`config.mk`:
```
export PLATFORM = sky130hd
export DESIGN_NAME = six_axis_serial_packet_decoder_unit
export DESIGN_NICKNAME = d
export VERILOG_FILES = /design/src/sv/saspd_pkg.sv /design/src/sv/six_axis_serial_packet_decoder_unit.sv
export SDC_FILE = /design/constraint.sdc
export NUM_CORES = 1
export LEC_CHECK = 0
export BUFFER_PORTS_ARGS = -buffer_cell sky130_fd_sc_hd__buf_2
export CAP_MARGIN = 20
export CORE_MARGIN = 2
export CORE_UTILIZATION = 35
export DETAILED_ROUTE_END_ITERATION = 16
export GPL_ROUTABILITY_DRIVEN = 0
export PLACE_DENSITY = 0.51
export SLEW_MARGIN = 10
export SYNTH_ARGS = -nofsm -noshare
export SYNTH_HDL_FRONTEND = slang
export SYNTH_SLANG_ARGS = --single-unit
```
`constraint.sdc`:
```
create_clock -name clk -period 8.4 [get_ports clk]
set_input_delay 0.42 -clock clk [delete_from_list [all_inputs] [get_ports clk]]
set_output_delay 0.42 -clock clk [all_outputs]
set_load 0.01 [all_outputs]
```
`src/sv/saspd_pkg.sv`:
```
`timescale 1ns / 1ps
// ----------------------------------------------------------------------------
// Six-axis serial packet decoder package
// Character codes, packet lengths, result kinds and default sizes shared by
// the decoder.
// ----------------------------------------------------------------------------
package saspd_pkg;

    localparam int DEFAULT_PACKET_BYTES = 64;
    localparam int DEFAULT_BUTTON_COUNT = 9;

    localparam logic [7:0] CHAR_CR     = 8'h0D;
    localparam logic [7:0] CHAR_MOTION = 8'h64;
    localparam logic [7:0] CHAR_BUTTON = 8'h6B;

    localparam int MOTION_LEN   = 26;
    localparam int BUTTON_LEN   = 5;
    localparam int AXIS_COUNT   = 6;
    localparam int NIBBLE_COUNT = 4 * AXIS_COUNT;
    localparam int MASK_BITS    = 12;

    localparam logic [15:0] AXIS_BIAS = 16'h8000;

    typedef enum logic [2:0] {
        KIND_MOTION       = 3'd0,
        KIND_BUTTON       = 3'd1,
        KIND_SHORT_MOTION = 3'd2,
        KIND_SHORT_BUTTON = 3'd3,
        KIND_OVERFLOW     = 3'd4
    } kind_t;

endpackage

```
`src/sv/six_axis_serial_packet_decoder_unit.sv`:
```
`timescale 1ns / 1ps
// ----------------------------------------------------------------------------
// Six-axis serial packet decoder
// Gathers serial bytes into packets ended by a carriage return and emits
// motion, button change, short packet and overflow results.
// ----------------------------------------------------------------------------
// Each byte passes the input register; its result is registered in the result register.
// Throughput: one byte per cycle while the result register is free; a button
// packet with k changed buttons holds the input while the events drain one per
// cycle, when out_stall is low, from the result register.
// Reset clears the fill count, zero tracking, button levels and all valid
// flags at once; the captured packet bytes need no reset.
module six_axis_serial_packet_decoder_unit #(
    parameter int PACKET_BYTES = saspd_pkg::DEFAULT_PACKET_BYTES,
    parameter int BUTTON_COUNT = saspd_pkg::DEFAULT_BUTTON_COUNT
) (
    input  logic               clk,
    input  logic               rst_n,
    input  logic               in_valid,
    output logic               in_stall,
    input  logic [7:0]         rx_byte,
    output logic               out_valid,
    input  logic               out_stall,
    output logic [2:0]         kind,
    output logic signed [15:0] axis_x,
    output logic signed [15:0] axis_y,
    output logic signed [15:0] axis_z,
    output logic signed [15:0] rot_a,
    output logic signed [15:0] rot_b,
    output logic signed [15:0] rot_c,
    output logic [3:0]         button_number,
    output logic               button_down,
    output logic               last
);

    localparam int FILL_W = $clog2(PACKET_BYTES + 2);
    localparam int MB     = saspd_pkg::MASK_BITS;
    localparam logic [MB-1:0] BUTTON_MASK = MB'((1 << BUTTON_COUNT) - 1);
    localparam logic [FILL_W-1:0] FILL_LIMIT  = FILL_W'(PACKET_BYTES);
    localparam logic [FILL_W-1:0] MOTION_LENW = FILL_W'(saspd_pkg::MOTION_LEN);
    localparam logic [FILL_W-1:0] BUTTON_LENW = FILL_W'(saspd_pkg::BUTTON_LEN);

    // Input register.
    logic       in_valid_reg;
    logic [7:0] byte_reg;

    // Packet state.
    logic [FILL_W-1:0] fill_reg;
    logic [FILL_W-1:0] fill_next;
    logic              zero_seen_reg;
    logic              zero_seen_next;
    logic [FILL_W-1:0] zero_pos_reg;
    logic [FILL_W-1:0] zero_pos_next;
    logic [7:0]        first_reg;
    logic [3:0]        nib_reg [1:saspd_pkg::NIBBLE_COUNT];
    logic [MB-1:0]     buttons_reg;
    logic [MB-1:0]     buttons_next;

    // Result register.
    logic                  out_valid_reg;
    saspd_pkg::kind_t      kind_reg;
    logic signed [15:0]    axis_reg [saspd_pkg::AXIS_COUNT];
    logic [3:0]            number_reg;
    logic                  down_reg;
    logic                  last_reg;
    logic [MB-1:0]         rem_reg;
    logic [MB-1:0]         levels_reg;

    logic              advance_out;
    logic              slot_free;
    logic              process;
    logic              overflow;
    logic              packet_end;
    logic [FILL_W-1:0] text_len;
    logic              is_motion;
    logic              is_button;
    logic [MB-1:0]     new_mask;
    logic [MB-1:0]     diff;
    logic              emit_fixed;
    logic              emit_button;
    saspd_pkg::kind_t  fixed_kind;
    logic [15:0]       axis_val [saspd_pkg::AXIS_COUNT];

    logic [MB-1:0]     sel_src;
    logic [MB-1:0]     sel_levels;
    logic [MB-1:0]     sel_iso;
    logic [MB-1:0]     sel_rest;
    logic [3:0]        sel_number;

    assign advance_out = out_valid_reg && !out_stall;
    assign slot_free   = !out_valid_reg || (advance_out && (rem_reg == '0));
    assign process     = in_valid_reg && slot_free;
    assign in_stall    = in_valid_reg && !slot_free;

    assign overflow   = fill_reg > FILL_LIMIT;
    assign packet_end = !overflow && (byte_reg == saspd_pkg::CHAR_CR);
    assign text_len   = zero_seen_reg ? zero_pos_reg : fill_reg + FILL_W'(1);
    assign is_motion  = (fill_reg != '0) && (first_reg == saspd_pkg::CHAR_MOTION);
    assign is_button  = (fill_reg != '0) && (first_reg == saspd_pkg::CHAR_BUTTON);
    assign new_mask   = {nib_reg[3], nib_reg[2], nib_reg[1]};
    assign diff       = (new_mask ^ buttons_reg) & BUTTON_MASK;

    always_comb
    begin
        emit_fixed   = 1'b0;
        emit_button  = 1'b0;
        fixed_kind   = saspd_pkg::KIND_OVERFLOW;
        buttons_next = buttons_reg;
        if (overflow)
        begin
            emit_fixed = 1'b1;
        end
        else if (packet_end && is_motion)
        begin
            emit_fixed = 1'b1;
            fixed_kind = (text_len == MOTION_LENW) ? saspd_pkg::KIND_MOTION
                                                   : saspd_pkg::KIND_SHORT_MOTION;
        end
        else if (packet_end && is_button)
        begin
            if (text_len == BUTTON_LENW)
            begin
                emit_button  = diff != '0;
                buttons_next = new_mask;
            end
            else
            begin
                emit_fixed = 1'b1;
                fixed_kind = saspd_pkg::KIND_SHORT_BUTTON;
            end
        end
    end

    always_comb
    begin
        for (int a = 0; a < saspd_pkg::AXIS_COUNT; a++)
        begin
            axis_val[a] = {nib_reg[4 * a + 1], nib_reg[4 * a + 2],
                           nib_reg[4 * a + 3], nib_reg[4 * a + 4]}
                          ^ saspd_pkg::AXIS_BIAS;
        end
    end

    always_comb
    begin
        fill_next      = fill_reg + FILL_W'(1);
        zero_seen_next = zero_seen_reg;
        zero_pos_next  = zero_pos_reg;
        if (overflow || packet_end)
        begin
            fill_next      = '0;
            zero_seen_next = 1'b0;
        end
        else if ((byte_reg == 8'h00) && !zero_seen_reg)
        begin
            zero_seen_next = 1'b1;
            zero_pos_next  = fill_reg;
        end
    end

    // The lowest pending button is shown next.
    always_comb
    begin
        sel_src    = process ? diff : rem_reg;
        sel_levels = process ? new_mask : levels_reg;
        sel_iso    = sel_src & (~sel_src + MB'(1));
        sel_rest   = sel_src & ~sel_iso;
        sel_number = '0;
        for (int k = 0; k < MB; k++)
        begin
            if (sel_iso[k])
            begin
                sel_number = sel_number | 4'(k + 1);
            end
        end
    end

    always_ff @(posedge clk or negedge rst_n)
    begin
        if (!rst_n)
        begin
            in_valid_reg  <= 1'b0;
            fill_reg      <= '0;
            zero_seen_reg <= 1'b0;
            zero_pos_reg  <= '0;
            buttons_reg   <= '0;
            out_valid_reg <= 1'b0;
            rem_reg       <= '0;
        end
        else
        begin
            if (!in_stall)
            begin
                in_valid_reg <= in_valid;
            end
            if (process)
            begin
                fill_reg      <= fill_next;
                zero_seen_reg <= zero_seen_next;
                zero_pos_reg  <= zero_pos_next;
                buttons_reg   <= buttons_next;
            end
            if (process && emit_fixed)
            begin
                out_valid_reg <= 1'b1;
                rem_reg       <= '0;
            end
            else if (process && emit_button)
            begin
                out_valid_reg <= 1'b1;
                rem_reg       <= sel_rest;
            end
            else if (advance_out && (rem_reg != '0))
            begin
                rem_reg <= sel_rest;
            end
            else if (advance_out)
            begin
                out_valid_reg <= 1'b0;
            end
        end
    end

    always_ff @(posedge clk)
    begin
        if (!in_stall)
        begin
            byte_reg <= rx_byte;
        end
        if (process && !overflow)
        begin
            if (fill_reg == '0)
            begin
                first_reg <= byte_reg;
            end
            for (int k = 1; k <= saspd_pkg::NIBBLE_COUNT; k++)
            begin
                if (fill_reg == FILL_W'(k))
                begin
                    nib_reg[k] <= byte_reg[3:0];
                end
            end
        end
        if (process && emit_fixed)
        begin
            kind_reg   <= fixed_kind;
            number_reg <= '0;
            down_reg   <= 1'b0;
            last_reg   <= 1'b1;
            for (int a = 0; a < saspd_pkg::AXIS_COUNT; a++)
            begin
                axis_reg[a] <= (fixed_kind == saspd_pkg::KIND_MOTION)
                               ? signed'(axis_val[a]) : 16'sd0;
            end
        end
        else if ((process && emit_button) || (advance_out && (rem_reg != '0)))
        begin
            kind_reg   <= saspd_pkg::KIND_BUTTON;
            number_reg <= sel_number;
            down_reg   <= (sel_levels & sel_iso) != '0;
            last_reg   <= sel_rest == '0;
            levels_reg <= sel_levels;
            for (int a = 0; a < saspd_pkg::AXIS_COUNT; a++)
            begin
                axis_reg[a] <= 16'sd0;
            end
        end
    end

    assign out_valid     = out_valid_reg;
    assign kind          = kind_reg;
    assign axis_x        = axis_reg[0];
    assign axis_y        = axis_reg[1];
    assign axis_z        = axis_reg[2];
    assign rot_a         = axis_reg[3];
    assign rot_b         = axis_reg[4];
    assign rot_c         = axis_reg[5];
    assign button_number = number_reg;
    assign button_down   = down_reg;
    assign last          = last_reg;

    a_rem_needs_valid: assert property (@(posedge clk) disable iff (!rst_n)
        (rem_reg != '0) |-> out_valid_reg)
        else $error("pending button events without a shown result");

    a_fill_bound: assert property (@(posedge clk) disable iff (!rst_n)
        fill_reg <= FILL_LIMIT + FILL_W'(1))
        else $error("fill count beyond packet limit");

    a_last_only_buttons: assert property (@(posedge clk) disable iff (!rst_n)
        (out_valid_reg && !last_reg) |-> (kind_reg == saspd_pkg::KIND_BUTTON))
        else $error("non-final result that is not a button event");

    a_last_drains: assert property (@(posedge clk) disable iff (!rst_n)
        (out_valid_reg && (rem_reg == '0)) |-> last_reg)
        else $error("final result not marked last");

endmodule
```
==> results.py <==
metrics = {
    "power_and_ir_drop": {
        "vdd_drop_max_mv": 0.167,
        "p_per_area_nw_per_um2": 266,
        "fin_total_pwr_w": 0.00322,
        "p_leak_nw": 4.87,
    },
    "synthesis": {
        "syn_avg_cell_area_um2": 13.2,
        "synth-edff-count": 142,
        "syn_inst": 775,
        "synth-seq-cells": 265,
        "ys_top_cells_by_area": "edfxtp_1, dfxtp_1, dfrtp_1, a22o_1, nand2_1",
        "synth_nets": 791,
        "synth.most_common_cell": "edfxtp_1",
        "yosysWarnings": 0,
        "yosysTopAreaCell": "edfxtp_1",
        "synth_cell_types": 66,
        "synth_ff_type": "edfxtp_1",
        "syn_area_um2": 10200,
        "async_flop_share_pct": 14.0,
        "yosysSeqAreaShare_pct": 67.7,
        "synth_top_area_share_pct": 41.8,
        "ys_top_cells_by_count": "edfxtp_1, dfxtp_1, a22o_1",
    },
    "worst_hold_path": {
        "worstHoldPathType": "input port to async pin",
    },
    "setup_path": {
        "crit_chain": "inv_1, ha_1, or4b_4, nor3_2, and4b_1, o2111a_4, a21oi_4, inv_2, nor2_4, buf_4, inv_1",
        "end_kind": "flip-flop",
        "crit_path_top_delay_cell": "buf_4",
        "setup.worst_path.class": "flip-flop to flip-flop",
        "critPathMaxStageDelay_ns": 0.76,
        "worst-path-max-fanout": 92,
        "crit_buf_inv": 4,
        "critical-path-top-delay-family": "buffers and inverters",
        "required_ns": 8.55,
        "worstSetupStartpointType": "flip-flop",
        "critPathArrivalTime_ns": 5.17,
        "cpMostUsedCell": "inv_1",
    },
    "timing": {
        "holdWs_ns": -0.0159,
        "setup_slack_ns": 3.37,
        "finalSetupTns_ns": 0,
        "fmax_mhz": 199,
        "finClkSkew_ns": 0.0135,
        "setup_viol": 0,
        "max_slew.worst_pin.slew_ns": 1.10,
        "rsz0062_at_grt": "no",
        "period_share_pct": 59.8,
        "fin_crit_ns": 5.03,
        "final_max_slew_viol_count": 0,
        "hold_violations": 10,
        "slew_headroom_pct": 26.9,
    },
    "drt": {
        "viasPerCell": 4.96,
        "wl_met2_mm": 10.8,
        "post_drt_wl_per_cell_um": 18.7,
        "highest_layer": "met4",
        "first_iter_violations": 479,
        "dr.pass1.iters": 4,
        "ant_nets": 0,
        "via_count": 6400,
        "drc": 0,
        "drt_wl_total_mm": 24.1,
        "met1_length_mm": 11.7,
        "wl_met3_mm": 1.18,
    },
    "floorplanning": {
        "coreArea_um2": 28700,
        "rows": 62,
        "start_util_pct": 35.6,
        "die_h_um": 175,
        "dieWidth_um": 175,
        "dieArea_um2": 30500,
        "num_io_pins": 119,
    },
    "place": {
        "dp_hpwl_mm": 15.8,
        "post-place-ws_ns": 3.42,
        "io_buffer_count": 118,
    },
    "status": {
        "status": "complete, but fails checks",
        "violations": "negative hold slack",
    },
    "grt": {
        "antenna_found_initial": 0,
        "track_usage_pct": 15.6,
        "grt_first_pass_wirelength_mm": 37.8,
        "grt_max_degree": 93,
        "grt_pass1_vias": 6314,
        "grt_overflow_total": 0,
    },
    "clock_tree": {
        "cts-buffers-inserted": 28,
        "clk_pin_slew_ns": 0.06,
        "ctsResizeCount": 0,
        "cts_tree": "yes",
        "htree_num_levels": 1,
        "post_cts_buffers": 0,
        "clk_latency_ns": 0.55,
        "root_buffer": "clkbuf_16",
        "clockBufferDepth": 3,
        "hold_buffers": 0,
        "clock_sink_count": 265,
    },
    "cells_and_area": {
        "fin_nets": 900,
        "diodes": 0,
        "drive_gt1_share_pct": 22.2,
        "area_delta_synth_final_pct": 18.8,
    },
    "run": {
        "drv_cap": 0,
    },
}
[worst register-to-register path: cells and delay by family, from the launching register on]
kind	cells	cell delay [ns]
flops	1	0.46
buf+inv	4	2.10
simple gates	4	1.09
fa+ha+maj	1	0.18
compound gates	2	0.79
[where the power goes]
part           total, W  internal, W  leakage (nW)  switching [W]
Clock           0.00132     0.000809         0.493       0.000508
Sequential      0.00152      0.00145          2.50      0.0000666
Combinational  0.000389     0.000118          1.88       0.000271
Total           0.00322      0.00238          4.87       0.000845
[area by class of cell]
| class | count | area (µm²) |
|---|---|---|
| Multi-Input combinational cell | 441 | 2980 |
| Fill cell | 2712 | 16600 |
| Clock buffer | 36 | 813 |
| Tap cell | 384 | 480 |
| Timing Repair Buffer | 128 | 666 |
| Sequential cell | 265 | 6910 |
| Inverter | 20 | 75.1 |
| Clock inverter | 16 | 208 |
[stage by stage]
step	hold slack (ns)	cells	instance area, µm²	utilization (%)
finish	-0.0159	1290	12100	42.3
detailed placement	0.436	1237	11100	38.7
global placement	0.429	1237	11100	38.7
CTS	0.0139	1289	12100	42.2
floorplan	0.124	775	10200	-
global route	0.0300	1290	12100	42.3
[worst paths after layout]
check / from / end / slack (ns) / cells past startpoint
max: fill_reg[0]$_DFFE_PN0P_ / axis_reg[5][1]$_SDFFCE_PP0P_ / 3.37 / 11
min: rst_n / buttons_reg[2]$_DFFE_PN0P_ / -0.02 / 1
max reg2reg: fill_reg[0]$_DFFE_PN0P_ / axis_reg[5][1]$_SDFFCE_PP0P_ / 3.37 / 11
min reg2reg: nib_reg[0][19]$_DFFE_PP_ / axis_reg[0][3]$_SDFFE_PP0N_ / 0.45 / 1
max in group asynchronous: rst_n / zero_pos_reg[6]$_DFFE_PN0P_ / 7.85 / 1
min in group clk: rx_byte[4] / byte_reg[4]$_DFFE_PN_ / 0.05 / 1
[cells in the final DEF (no fill, tap or decap), types with 5 or more instances in the layout]
cell,count
xnor2_1,6
o31ai_1,6
o21a_1,6
edfxtp_1,142
and3_1,19
nor4_1,5
nand4_1,6
nand2_1,72
nor2_1,52
clkbuf_16,30
dfxtp_1,86
inv_1,19
a22o_1,84
o21ai_0,22
xor2_1,11
nand2b_1,6
clkinv_1,5
mux2_2,16
a21oi_1,15
dfrtp_1,37
nand3_1,14
buf_2,118
buf_4,10
or3_1,7
nor3_1,15
[cells by family (layout without fill, tap and decap cells)]
kind of cell / count (synthesis) / count (layout) / synth area share, %
DFF: 265 / 265 / 67.7
xor gates and xnor gates: 17 / 17 / 1.46
muxes: 20 / 20 / 2.16
buffers and inverters: 69 / 200 / 3.31
and+or+nand+nor: 222 / 222 / 10.8
adders and majority gates: 8 / 8 / 0.883
AOI/OAI and AO/OA: 174 / 174 / 13.6
[per-layer routing]
| layer | vias up | GRT usage (%) |
|---|---|---|
| met5 | - | 0 |
| met4 | 0 | 3.75 |
| met3 | 33 | 2.63 |
| met2 | 162 | 24.2 |
| met1 | 3078 | 22.9 |
| li1 | 3127 | - |
(Power assumes the default switching activity.)
